## config.mk

```make
export PLATFORM = sky130hd
export DESIGN_NAME = length_prefixed_nal_to_start_code_top
export DESIGN_NICKNAME = d
export VERILOG_FILES = /design/src/rtl/lpn_pkg.sv /design/src/rtl/lpn_parse.sv /design/src/rtl/lpn_emit.sv /design/src/rtl/length_prefixed_nal_to_start_code_top.sv
export SDC_FILE = /design/constraint.sdc
export NUM_CORES = 1
export LEC_CHECK = 0
export ABC_CLOCK_PERIOD_IN_PS = 4100
export BUFFER_PORTS_ARGS = -buffer_cell sky130_fd_sc_hd__clkbuf_2
export CAP_MARGIN = 20
export CORE_ASPECT_RATIO = 1.4
export CORE_MARGIN = 2
export CORE_UTILIZATION = 25
export CTS_BUF_LIST = sky130_fd_sc_hd__clkbuf_2
export DETAILED_ROUTE_END_ITERATION = 6
export PLACE_DENSITY_LB_ADDON = 0.25
export SETUP_SLACK_MARGIN = 0.4
export SYNTH_ARGS = -nofsm -noshare
export SYNTH_HDL_FRONTEND = slang
export SYNTH_SLANG_ARGS = --single-unit
export TNS_END_PERCENT = 100
```

## constraint.sdc

```tcl
create_clock -name clk -period 4.1 [get_ports clk]
set_input_delay 0.205 -clock clk [delete_from_list [all_inputs] [get_ports clk]]
set_output_delay 0.205 -clock clk [all_outputs]
set_load 0.1 [all_outputs]
```

## src/rtl/lpn_pkg.sv

```systemverilog
// Shared types and constants for the length-prefixed to start-code converter.
`timescale 1ns / 1ps

package lpn_pkg;

  localparam int IN_W       = 8;
  localparam int LEN_BYTES  = 4;
  localparam int LEN_W      = 32;
  localparam int ACC_W      = LEN_W - IN_W;
  localparam int OUT_DATA_W = 16;

  localparam logic [7:0] SC_ZERO = 8'h00;
  localparam logic [7:0] SC_ONE  = 8'h01;

  localparam logic [1:0] SEEN_LAST = 2'(LEN_BYTES - 1);
  localparam logic [1:0] SC_LAST   = 2'(LEN_BYTES - 1);

  typedef enum logic [1:0] {
    ST_OK      = 2'd0,
    ST_IN_LEN  = 2'd1,
    ST_IN_PAYL = 2'd2
  } status_t;

  typedef enum logic [1:0] {
    JOB_BYTE   = 2'd0,
    JOB_START  = 2'd1,
    JOB_STATUS = 2'd2
  } job_kind_t;

  typedef struct packed {
    job_kind_t  kind;
    logic [7:0] data;
    logic       done;
    status_t    status;
  } job_t;

endpackage

```

## src/rtl/lpn_parse.sv

```systemverilog
// Length collection and payload counting for each accepted input item.
`timescale 1ns / 1ps

module lpn_parse (
  input  logic          clk,
  input  logic          rst,
  input  logic          accept,
  input  logic [7:0]    in_byte,
  input  logic          packet_last,
  output logic          job_valid,
  output lpn_pkg::job_t job
);
  import lpn_pkg::*;

  logic             in_payload;
  logic [1:0]       length_bytes_seen;
  logic [ACC_W-1:0] length_accumulator;
  logic [LEN_W-1:0] payload_remaining;

  logic             in_payload_next;
  logic [1:0]       length_bytes_seen_next;
  logic [ACC_W-1:0] length_accumulator_next;
  logic [LEN_W-1:0] payload_remaining_next;

  logic [LEN_W-1:0] len_full;
  logic [LEN_W-1:0] rem_dec;

  assign len_full = {length_accumulator, in_byte};
  assign rem_dec  = payload_remaining - LEN_W'(1);

  always_comb begin
    in_payload_next         = in_payload;
    length_bytes_seen_next  = length_bytes_seen;
    length_accumulator_next = length_accumulator;
    payload_remaining_next  = payload_remaining;
    job_valid               = 1'b0;
    job.kind                = JOB_BYTE;
    job.data                = in_byte;
    job.done                = packet_last;
    job.status              = ST_OK;
    if (!in_payload) begin
      if (length_bytes_seen == SEEN_LAST) begin
        job_valid               = 1'b1;
        job.kind                = JOB_START;
        length_bytes_seen_next  = '0;
        length_accumulator_next = '0;
        if (packet_last && len_full != '0) begin
          job.status = ST_IN_PAYL;
        end
        if (len_full != '0) begin
          in_payload_next        = 1'b1;
          payload_remaining_next = len_full;
        end
      end else begin
        length_bytes_seen_next  = length_bytes_seen + 2'd1;
        length_accumulator_next = len_full[ACC_W-1:0];
        if (packet_last) begin
          job_valid  = 1'b1;
          job.kind   = JOB_STATUS;
          job.data   = SC_ZERO;
          job.status = ST_IN_LEN;
        end
      end
    end else begin
      job_valid              = 1'b1;
      payload_remaining_next = rem_dec;
      if (rem_dec == '0) begin
        in_payload_next = 1'b0;
      end
      if (packet_last && rem_dec != '0) begin
        job.status = ST_IN_PAYL;
      end
    end
    if (packet_last) begin
      in_payload_next         = 1'b0;
      length_bytes_seen_next  = '0;
      length_accumulator_next = '0;
      payload_remaining_next  = '0;
    end
  end

  always_ff @(posedge clk) begin
    if (rst) begin
      in_payload         <= 1'b0;
      length_bytes_seen  <= '0;
      length_accumulator <= '0;
      payload_remaining  <= '0;
    end else if (accept) begin
      in_payload         <= in_payload_next;
      length_bytes_seen  <= length_bytes_seen_next;
      length_accumulator <= length_accumulator_next;
      payload_remaining  <= payload_remaining_next;
    end
  end

endmodule

```

## src/rtl/lpn_emit.sv

```systemverilog
// Job register and output register that play each job out as result items.
`timescale 1ns / 1ps

module lpn_emit (
  input  logic                           clk,
  input  logic                           rst,
  input  logic                           new_valid,
  input  lpn_pkg::job_t                  new_job,
  output logic                           take,
  output logic                           m_tvalid,
  input  logic                           m_tready,
  output logic [lpn_pkg::OUT_DATA_W-1:0] m_tdata,
  output logic                           m_tuser,
  output logic                           m_tlast
);
  import lpn_pkg::*;

  logic       jvalid;
  job_t       job;
  logic [1:0] cnt;

  logic       out_load;
  logic       piece_last;
  logic [7:0] r_byte;
  logic       r_valid;
  logic       r_run_last;
  logic       r_done;
  status_t    r_status;

  assign out_load   = !m_tvalid || m_tready;
  assign piece_last = (job.kind != JOB_START) || (cnt == SC_LAST);
  assign take       = !jvalid || (out_load && piece_last);

  always_comb begin
    r_byte     = job.data;
    r_valid    = 1'b1;
    r_run_last = 1'b1;
    r_done     = job.done;
    r_status   = job.status;
    case (job.kind)
      JOB_START: begin
        r_byte     = (cnt == SC_LAST) ? SC_ONE : SC_ZERO;
        r_run_last = (cnt == SC_LAST);
        r_done     = job.done && (cnt == SC_LAST);
        r_status   = (cnt == SC_LAST) ? job.status : ST_OK;
      end
      JOB_STATUS: begin
        r_byte  = SC_ZERO;
        r_valid = 1'b0;
      end
      default: begin
        r_byte = job.data;
      end
    endcase
  end

  always_ff @(posedge clk) begin
    if (rst) begin
      jvalid   <= 1'b0;
      cnt      <= '0;
      m_tvalid <= 1'b0;
    end else begin
      if (out_load) begin
        m_tvalid <= jvalid;
      end
      if (jvalid && out_load && !piece_last) begin
        cnt <= cnt + 2'd1;
      end
      if (take) begin
        jvalid <= new_valid;
        cnt    <= '0;
      end
    end
  end

  always_ff @(posedge clk) begin
    if (take) begin
      job <= new_job;
    end
    if (out_load && jvalid) begin
      m_tdata <= {5'd0, r_status, r_run_last, r_byte};
      m_tuser <= r_valid;
      m_tlast <= r_done;
    end
  end

endmodule

```

## src/rtl/length_prefixed_nal_to_start_code_top.sv

```systemverilog
// Top level of the length-prefixed to start-code stream converter.
`timescale 1ns / 1ps

// Converts a length-prefixed video packet, one byte per item, into a
// start-code-delimited stream. Each 4-byte big-endian length becomes the
// start code 00 00 00 01, then the payload bytes pass one per cycle while the
// output is not stalled. A payload byte gives one item; a length byte that
// completes a length gives four items, one per start-code byte, during which
// the input holds off; other length bytes produce nothing, unless they end the
// packet, which gives one status item. Each item passes through the job
// register and the output register. The last item of a packet carries tlast
// and the status: ok, ended inside the length field, or ended inside the
// payload. Bytes already passed on are not withdrawn on error.
module length_prefixed_nal_to_start_code_top (
  input  logic                           clk,
  input  logic                           rst,
  input  logic                           s_tvalid,
  output logic                           s_tready,
  input  logic [7:0]                     s_tdata,  // [7:0] in_byte
  input  logic                           s_tlast,
  output logic                           m_tvalid,
  input  logic                           m_tready,
  output logic [lpn_pkg::OUT_DATA_W-1:0] m_tdata,  // [7:0] out_byte, [8] run_last,
                                                   // [10:9] status, [15:11] zero
  output logic                           m_tuser,  // [0] byte_valid
  output logic                           m_tlast
);
  import lpn_pkg::*;

  logic accept;
  logic job_valid;
  logic take;
  job_t job;

  assign accept = s_tvalid && s_tready;

  lpn_parse u_parse (
    .clk        (clk),
    .rst        (rst),
    .accept     (accept),
    .in_byte    (s_tdata),
    .packet_last(s_tlast),
    .job_valid  (job_valid),
    .job        (job)
  );

  lpn_emit u_emit (
    .clk      (clk),
    .rst      (rst),
    .new_valid(accept && job_valid),
    .new_job  (job),
    .take     (take),
    .m_tvalid (m_tvalid),
    .m_tready (m_tready),
    .m_tdata  (m_tdata),
    .m_tuser  (m_tuser),
    .m_tlast  (m_tlast)
  );

  assign s_tready = take;

endmodule

```

==> results.json, run 1 <==
{
  "status": "complete, no violations",
  "crit_path_max_fanout": 8,
  "synth_seq_cells": 88,
  "grt_pass1_vias": 4009,
  "synth_area_per_cell_um2": 8.29,
  "finalWorstSetupSlack_ns": 1.04,
  "crit_type": "flip-flop to flip-flop",
  "die_y_um": 165,
  "drc": 0,
  "drtIter0Drc": 276,
  "fmaxAchievable_mhz": 327,
  "clock_latency_ns": 0.61,
  "finalNonFillerCells": 821,
  "hold_violations": 0,
  "leakagePower_nw": 1.84,
  "dp_slack_ns": 1.09,
  "cts_root_buffer": "clkbuf_2",
  "grt_pass1_wl_um": 21700,
  "power.density_mw_per_mm2": 395,
  "final-setup-viol-count": 0,
  "gp_congestion": 0.938,
  "gr-total-overflow": 0,
  "postCtsSetupBuffers": 0,
  "drv_slew": 0,
  "fillerInstances": 1936,
  "relSlewSlack_pct": 31.2,
  "die_w_um": 119,
  "yosysWarningCount": 0,
  "antenna_found_initial": 1,
  "coreArea_mm2": 0.0181,
  "end_kind": "flip-flop",
  "track_usage_pct": 14.3,
  "cts_num_sinks": 88,
  "final_nets": 594,
  "viasPerCell": 5.08,
  "grt_max_degree": 56,
  "numCtsBuffers": 9,
  "ys.flop_type": "dfxtp_1",
  "timing.final.crit_period_ns": 3.06,
  "netlist_area_mm2": 0.00463,
  "routed_wirelength_um": 13600,
  "io_pins": 33,
  "drt_first_pass_iters": 6,
  "syn_inst": 559,
  "timing.final.crit_share_pct": 74.7,
  "cts_buffer_depth": 2,
  "io_buffers": 27,
  "path_clk_slew_ns": 0.27,
  "cts_tree": "done",
  "syn_to_final_growth_pct": 12.4,
  "fin_skew_ns": 0.0529,
  "dp_hpwl_um": 9680,
  "synth_edf_count": 25,
  "final_core_util_pct": 28.8,
  "min_path_type": "input port to flip-flop",
  "peakVddDrop_uv": 122,
  "timing.setup.tns_ns": 0,
  "start_util_pct": 25.6,
  "ys_seq_area_share_pct": 43.4,
  "async_reset_ff_share_pct": 0,
  "htreeDepth": 3,
  "dieArea_mm2": 0.0197,
  "vias": 4171,
  "dp.cells": 794,
  "routedWlPerCell_um": 16.6,
  "drive_gt1_share_pct": 11.7,
  "cp.arrival_ns": 3.46,
  "drtAntennaViolNets": 0,
  "synth_cell_types": 52,
  "worst_setup_path_start_kind": "flip-flop",
  "worst_pin_slew_ns": 1.03,
  "placementRows": 58,
  "cap_viol_max_count": 0,
  "rsz0062_at_grt": "no",
  "worstPathRequired_ns": 4.50
}
cell usage in the layout, fill, tap and decap left out, types with 3 or more instances in the layout:
| cell type | netlist | layout |
|---|---|---|
| nand4_1 | 8 | 8 |
| nor4_1 | 21 | 21 |
| a21oi_1 | 68 | 68 |
| xnor2_1 | 17 | 17 |
| and3_1 | 3 | 3 |
| o21ai_0 | 12 | 12 |
| buf_4 | 5 | 9 |
| nand3b_1 | 6 | 6 |
| conb_1 | 1 | 5 |
| clkbuf_2 | 0 | 36 |
| inv_1 | 10 | 10 |
| nand3_1 | 30 | 30 |
| nor3_1 | 19 | 19 |
| a22oi_1 | 19 | 19 |
| ha_1 | 6 | 6 |
| dlygate4sd3_1 | 0 | 10 |
| xor2_1 | 8 | 8 |
| a2111oi_0 | 5 | 5 |
| or4_1 | 4 | 4 |
| or2_2 | 3 | 3 |
| mux2_2 | 4 | 4 |
| nand2_1 | 41 | 41 |
| nor2b_1 | 16 | 16 |
| and2_1 | 9 | 9 |
| dfxtp_1 | 63 | 62 |
| edfxtp_1 | 25 | 25 |
| or4b_2 | 3 | 3 |
| or3_1 | 6 | 6 |
| nor2_1 | 79 | 79 |
power by group:
group | internal [W] | switching [W] | total [W] | leakage (nW)
logic | 0.000182 | 0.000365 | 0.000547 | 0.991
registers | 0.000931 | 0.0000317 | 0.000963 | 0.767
clock network | 0.000210 | 0.000338 | 0.000548 | 0.0865
logic make-up after synthesis:
family / synth area share [%]
AOI/OAI and AO/OA: 16.0
xor gates and xnor gates: 4.73
adders and majority gates: 1.62
buffers and inverters: 5.05
DFF: 43.4
muxes: 1.19
other: 0.0809
and+or+nand+nor: 28.0
cell type report:
| cell class | instances | area (um^2) | area share [%] |
|---|---|---|---|
| antenna | 1 | 2.50 | 0.0480 |
| clock buffer | 9 | 45.0 | 0.865 |
| clock inverter | 7 | 101 | 1.95 |
| inverter | 10 | 37.5 | 0.721 |
| multi-input combinational | 420 | 2410 | 46.2 |
| sequential | 88 | 2010 | 38.6 |
| tap | 240 | 300 | 5.77 |
| timing repair buffer | 46 | 303 | 5.81 |
per-layer routing:
| layer | global-route usage [%] | share of wire, % | vias to the layer above |
|---|---|---|---|
| met3 | 2.54 | 4.2 | 45 |
| met1 | 15.7 | 40 | 1947 |
| li1 | - | - | 2030 |
| met4 | 11.6 | 7.5 | 0 |
| met2 | 24.2 | 48 | 149 |
| met5 | 0 | 0 | - |
cells in the mapped netlist, types with 10 or more instances:
cell	number	area share (%)
inv_1	10	0.81
nor2b_1	16	2.2
nor2_1	79	6.4
xnor2_1	17	3.2
o21ai_0	12	1.3
nor4_1	21	2.8
edfxtp_1	25	16
nand2_1	41	3.3
clkbuf_1	33	2.7
nor3_1	19	2.1
dfxtp_1	63	27
a21oi_1	68	7.3
a22oi_1	19	3.1
nand3_1	30	3.2
what timing repair did:
| action | in CTS | in global routing |
|---|---|---|
| hold buffers | 10 | 0 |
| hold endpoints to repair | 18 | 0 |
| resized for setup | 0 | 0 |
flip-flops by register name, summed over array words and instances, names as in the netlist:
register / cells
u_emit.cnt: 2
u_emit.job: 12
u_emit.jvalid: 1
u_emit.m_tdata: 11
u_emit.m_tlast: 1
u_emit.m_tuser: 1
u_emit.m_tvalid: 1
u_parse.in_payload: 1
u_parse.length_accumulator: 24
u_parse.length_bytes_seen: 2
u_parse.payload_remaining: 32
worst max-delay path: stages, from the launching register on:
cell	delay [ns]
dfxtp_1	0.44
inv_1	0.09
ha_1	0.28
or4b_2	0.63
nor4_2	0.49
nand3b_1	0.14
a21oi_1	0.17
o2111ai_1	0.17
nor4_1	0.37
nor2b_1	0.08
path summary, 6_finish.rpt:
check	cells after the start	end	slack, ns	startpoint
hold / removal	1	u_emit.job[2]	0.08	s_tlast
setup / recovery	9	u_emit.job[1]	1.04	u_parse.payload_remaining[0]
hold reg to reg	2	u_parse.length_accumulator[22]	0.50	u_parse.length_accumulator[22]
setup reg to reg	9	u_emit.job[1]	1.04	u_parse.payload_remaining[0]
per-stage QoR:
stage	total power (W)	instance area, um^2	hold WS (ns)
floorplan	0.00139	4650	0.304
global placement	0.00151	4960	0.464
detailed placement	0.00151	4960	0.466
CTS	0.00208	5210	0.0399
global route	0.00217	5210	0.0264
finish	0.00206	5210	0.0783
Note: power is estimated with default switching activity, not from simulation.
==> run 2: changes to the inputs <==
- ABC_CLOCK_PERIOD_IN_PS: 4100 -> 3050
- clock period: 4.1 -> 3.05 ns (I/O delays scaled with it)
==> results.json, run 2 (synthesized netlist as in run 1, its figures left out) <==
{
  "htreeDepth": 3,
  "die_y_um": 165,
  "coreArea_mm2": 0.0181,
  "path_clk_slew_ns": 0.31,
  "gp_congestion": 0.970,
  "finalWorstSetupSlack_ns": 0.429,
  "drtAntennaViolNets": 0,
  "path_cells": "inv_4, ha_4, or4b_4, nor4_4, buf_4, nand3b_1, a21oi_2, o2111ai_2, buf_4, o31ai_2, nand2_1",
  "final_common_cell": "nor2_1",
  "clock_latency_ns": 0.61,
  "placementRows": 58,
  "drive_gt1_share_pct": 19.0,
  "fmaxAchievable_mhz": 382,
  "layout_common_cells": "nor2_1 (79), a21oi_1 (66), dfxtp_1 (54), nand2_1 (40), clkbuf_2 (35)",
  "cp_slowest_stage_delay_ns": 0.47,
  "status": "complete, no violations",
  "dieArea_mm2": 0.0197,
  "regMostFlops": "u_parse.payload_remaining",
  "cp.arrival_ns": 3.13,
  "hold_violations": 0,
  "viasPerCell": 5.18,
  "timing.final.crit_share_pct": 85.9,
  "dpl-instance-area_mm2": 0.00507,
  "vias": 4363,
  "fillerInstances": 1896,
  "drv_slew": 0,
  "relSlewSlack_pct": 42.7,
  "timing.setup.tns_ns": 0,
  "power.density_mw_per_mm2": 519,
  "gr-total-overflow": 0,
  "cts_tree": "done",
  "crit_path_max_fanout": 5,
  "rsz0062_at_grt": "no",
  "drtIter0Drc": 308,
  "routed_wirelength_um": 14300,
  "dp_hpwl_um": 9950,
  "largest_reg_flops": 32,
  "io_buffers": 27,
  "leakagePower_nw": 1.98,
  "worst_setup_path_start_kind": "flip-flop",
  "numCtsBuffers": 9,
  "fin_skew_ns": 0.0300,
  "start_util_pct": 25.6,
  "grt_pass1_wl_um": 21900,
  "syn_to_final_growth_pct": 19.3,
  "dp_slack_ns": 0.231,
  "timing.final.crit_period_ns": 2.62,
  "drc": 0,
  "end_kind": "flip-flop",
  "grt_pass1_vias": 4138,
  "cts_num_sinks": 88,
  "fin_area_mm2": 0.00553,
  "antenna_found_initial": 1,
  "crit_type": "flip-flop to flip-flop",
  "cpMaxStageDelayCell": "or4b_4",
  "reg_top3": "u_parse.payload_remaining (32), u_parse.length_accumulator (24), u_emit.job (12)",
  "grt_max_degree": 50,
  "die_w_um": 119,
  "worstPathRequired_ns": 3.55,
  "track_usage_pct": 14.3,
  "final-setup-viol-count": 0,
  "cts_root_buffer": "clkbuf_2",
  "min_path_type": "input port to flip-flop",
  "routedWlPerCell_um": 17.0,
  "io_pins": 33,
  "final_nets": 615,
  "peakVddDrop_uv": 179,
  "cts_buffer_depth": 2,
  "drt_first_pass_iters": 5,
  "critPathMostFrequentCell": "buf_4",
  "cap_viol_max_count": 0,
  "worst_pin_slew_ns": 0.853
}
## run 2: cell count changes in the layout (fill, tap and decap cells not counted), sizes merged
cell and delta:
dlygate4sd3 +2, clkdlybuf4s15 +1, buf +17, a31o +1, bufinv -1, inv +1
## run 2: worst paths after layout
kind | start | slack [ns] | cells past startpoint | end
worst max-delay path | u_parse.payload_remaining[1] | 0.43 | 11 | u_parse.in_payload
worst min register to register | u_parse.length_accumulator[21] | 0.50 | 2 | u_parse.length_accumulator[21]
worst min-delay path | s_tdata[7] | 0.34 | 4 | u_parse.length_accumulator[7]
worst max register to register | u_parse.payload_remaining[1] | 0.43 | 11 | u_parse.in_payload
## run 2: layout make-up
class / count / area [um^2] / area share, %
Sequential cell: 88 / 2030 / 36.7
Tap cell: 240 / 300 / 5.43
Clock buffer: 9 / 45.0 / 0.815
Antenna cell: 1 / 2.50 / 0.0453
Timing Repair Buffer: 66 / 468 / 8.47
Inverter: 10 / 40.0 / 0.724
Clock inverter: 7 / 97.6 / 1.77
Multi-Input combinational cell: 421 / 2540 / 46.0
## run 2: power breakdown
group          leakage [nW]  internal [W]  switching [W]
registers             0.771       0.00125      0.0000449
clock network        0.0852      0.000220       0.000497
logic                  1.12      0.000318       0.000535
total                  1.98       0.00179        0.00108
## run 2: what timing repair did
item / 4_1_cts / 5_1_grt
hold buffers: 12 / 0
gates resized for setup: 9 / 24
cloned: 0 / 2
setup buffers: 1 / 5
pin swaps: 1 / 7
hold endpoints to repair: 27 / 0
endpoints found under the setup margin: 3 / 26
## run 2: worst max-delay path: cells and delay by family, from the launching register on
family	cells	cell delay (ns)
and+or+nand+nor	4	0.96
AOI/OAI and AO/OA	3	0.56
DFF	1	0.43
buffers and inverters	3	0.43
adders and majority gates	1	0.16
## run 2: layer usage
layer | GRT usage [%] | share of wire [%] | vias to the layer above | routed length [um]
met5 | 0 | 0 | - | 0
met1 | 15.8 | 40 | 2098 | 5670
met4 | 9.52 | 5.9 | 0 | 844
li1 | - | - | 2076 | -
met3 | 2.13 | 4.3 | 40 | 619
met2 | 25.6 | 50 | 149 | 7190
## run 2: stage by stage
| stage | utilization, % | power, W | hold slack (ns) | std cells |
|---|---|---|---|---|
| 2_1_floorplan | - | 0.00187 | 0.251 | 563 |
| 3_3_place_gp | 28.1 | 0.00208 | 0.458 | 805 |
| 3_5_place_dp | 28.1 | 0.00208 | 0.449 | 805 |
| 4_1_cts | 29.8 | 0.00281 | 0.328 | 834 |
| 5_1_grt | 30.6 | 0.00300 | 0.323 | 842 |
| 6_report | 30.6 | 0.00287 | 0.338 | 842 |
==> run 3: changes to the inputs <==
- BUFFER_PORTS_ARGS: -buffer_cell sky130_fd_sc_hd__clkbuf_2 -> unset
- CELL_PAD_IN_SITES_DETAIL_PLACEMENT: unset -> 0
- CELL_PAD_IN_SITES_GLOBAL_PLACEMENT: unset -> 1
- DONT_BUFFER_PORTS: unset -> 1
- SLEW_MARGIN: unset -> 20
==> results.json, run 3 (synthesized netlist as in run 1, its figures left out) <==
{
  "path_cells": "or3_1, nor3_4, clkdlybuf4s15_2, or4b_2, a21oi_1, o22ai_1, nor4_2, nor2b_1",
  "dpl-instance-area_mm2": 0.00495,
  "power.density_mw_per_mm2": 527,
  "ff2ff_path_depth": 8,
  "antenna_found_initial": 1,
  "path_clk_slew_ns": 0.30,
  "placementRows": 58,
  "peakVddDrop_uv": 195,
  "cp_slowest_stage_delay_ns": 0.64,
  "regToRegSetupSlack_ns": 0.49,
  "drive_gt1_share_pct": 14.1,
  "timing.setup.tns_ns": 0,
  "routedWlPerCell_um": 18.6,
  "coreArea_mm2": 0.0181,
  "grt_pass1_wl_um": 23600,
  "htreeDepth": 3,
  "status": "complete, no violations",
  "drt_first_pass_iters": 4,
  "viasPerCell": 5.08,
  "layout_common_cells": "nor2_1 (79), a21oi_1 (67), dfxtp_1 (56), nand2_1 (40), nand3_1 (30)",
  "rsz0062_at_grt": "yes",
  "gr-total-overflow": 0,
  "io_buffers": 0,
  "cp_top_family": "simple AND/OR/NAND/NOR gates",
  "cts_num_sinks": 88,
  "final_common_cell": "nor2_1",
  "worstHoldStart": "s_tvalid",
  "timing.final.crit_period_ns": 2.56,
  "wl_met1_um": 6040,
  "fillerInstances": 1901,
  "cts_root_buffer": "clkbuf_2",
  "cpMaxStageDelayCell": "or4b_2",
  "leakagePower_nw": 1.85,
  "cp.arrival_ns": 2.97,
  "worst_setup_path_start_kind": "flip-flop",
  "end_kind": "flip-flop",
  "hold_violations": 0,
  "relSlewSlack_pct": 32.9,
  "wl_met3_um": 439,
  "numCtsBuffers": 9,
  "crit_type": "flip-flop to flip-flop",
  "vias": 4153,
  "fin_area_mm2": 0.00538,
  "die_y_um": 165,
  "dieArea_mm2": 0.0197,
  "start_util_pct": 25.6,
  "worstPathRequired_ns": 3.46,
  "cts_tree": "done",
  "final_nets": 590,
  "fin_skew_ns": 0.0624,
  "crit_path_max_fanout": 6,
  "clock_latency_ns": 0.61,
  "gp_congestion": 0.847,
  "path_buf_inv": 1,
  "regMostFlops": "u_parse.payload_remaining",
  "final-setup-viol-count": 0,
  "r2r-start": "u_parse.payload_remaining[4]",
  "r2r_end": "u_emit.job[1]",
  "met2_wirelength_um": 7880,
  "grt_max_degree": 63,
  "cts_buffer_depth": 2,
  "finalWorstSetupSlack_ns": 0.490,
  "largest_reg_flops": 32,
  "drv_slew": 0,
  "drtIter0Drc": 298,
  "drtAntennaViolNets": 0,
  "final_core_util_pct": 29.8,
  "timing.final.crit_share_pct": 83.9,
  "fmaxAchievable_mhz": 391,
  "drc": 0,
  "routed_wirelength_um": 15200,
  "crit_cells": 8,
  "highest_layer": "met4",
  "worst_pin_slew_ns": 1.00,
  "reg_top3": "u_parse.payload_remaining (32), u_parse.length_accumulator (24), u_emit.job (12)",
  "grt_pass1_vias": 4103,
  "dp_slack_ns": 0.241,
  "endpoint": "u_emit.job[1]",
  "cap_viol_max_count": 0,
  "die_w_um": 119,
  "syn_to_final_growth_pct": 16.0,
  "track_usage_pct": 15.6,
  "dp_hpwl_um": 10400,
  "cp-startpoint": "u_parse.payload_remaining[4]",
  "min_path_type": "input port to flip-flop",
  "io_pins": 33
}
run 3: cell count changes in the layout (fill, tap and decap cells not counted), moves of 2 or more:
cell           previous run  this run
dfxtp_1                  54        56
clkbuf_2                 35         9
clkinvlp_4                0         2
dlygate4sd3_1            12        14
run 3: per-stage QoR:
stage / total power [W] / hold WS [ns] / cells
3_3_place_gp: 0.00206 / 0.235 / 779
5_1_grt: 0.00299 / 0.0833 / 817
4_1_cts: 0.00281 / 0.00337 / 810
3_5_place_dp: 0.00206 / 0.234 / 779
2_1_floorplan: 0.00187 / 0.251 / 563
6_report: 0.00283 / 0.0456 / 817
run 3: worst register-to-register path, cell delays in order (launching register included):
cell             delay, ns
dfxtp_1               0.52
or3_1                 0.34
nor3_4                0.08
clkdlybuf4s15_2       0.27
or4b_2                0.64
a21oi_1               0.18
o22ai_1               0.12
nor4_2                0.18
nor2b_1               0.07
run 3: power by group:
part	total (W)	internal, W	switching [W]
Sequential	0.00136	0.00125	0.000103
Clock	0.000687	0.000207	0.000481
Combinational	0.000788	0.000315	0.000473
Total	0.00283	0.00177	0.00106
run 3: how the worst min path moves through the flow:
stage	endpoint	slack (ns)	depth (start not counted)
after detailed placement	u_emit.m_tvalid	0.23	1
after global placement	u_parse.length_accumulator[20]	0.23	1
final	u_parse.payload_remaining[16]	0.05	4
after CTS	u_parse.payload_remaining[16]	0.003	4
after floorplan	u_emit.job[2]	0.25	0
after global routing	u_parse.payload_remaining[16]	0.08	4
run 3: final cells by class:
class | instances | area, um^2 | area share [%]
multi-input cells | 421 | 2510 | 46.8
flip-flops and latches | 88 | 2030 | 37.7
repair buffers | 41 | 367 | 6.82
well taps | 240 | 300 | 5.59
clock inverters | 7 | 85.1 | 1.58
clock buffers | 9 | 45.0 | 0.838
inverters | 10 | 37.5 | 0.698
diodes | 1 | 2.50 | 0.0465
run 3: layer usage:
| metal | global-route usage, % | vias up |
|---|---|---|
| li1 | - | 2022 |
| met1 | 16.9 | 2007 |
| met2 | 28.8 | 97 |
| met3 | 2.40 | 27 |
| met4 | 9.15 | 0 |
| met5 | 0 | - |
run 3: what timing repair did:
item | CTS | global route
gates cloned | 0 | 2
setup endpoints to repair | 1 | 17
endpoints found under the hold margin | 72 | 0
pin swaps | 0 | 4
hold buffers | 15 | 0
buffers inserted | 0 | 4
resized for setup | 3 | 17
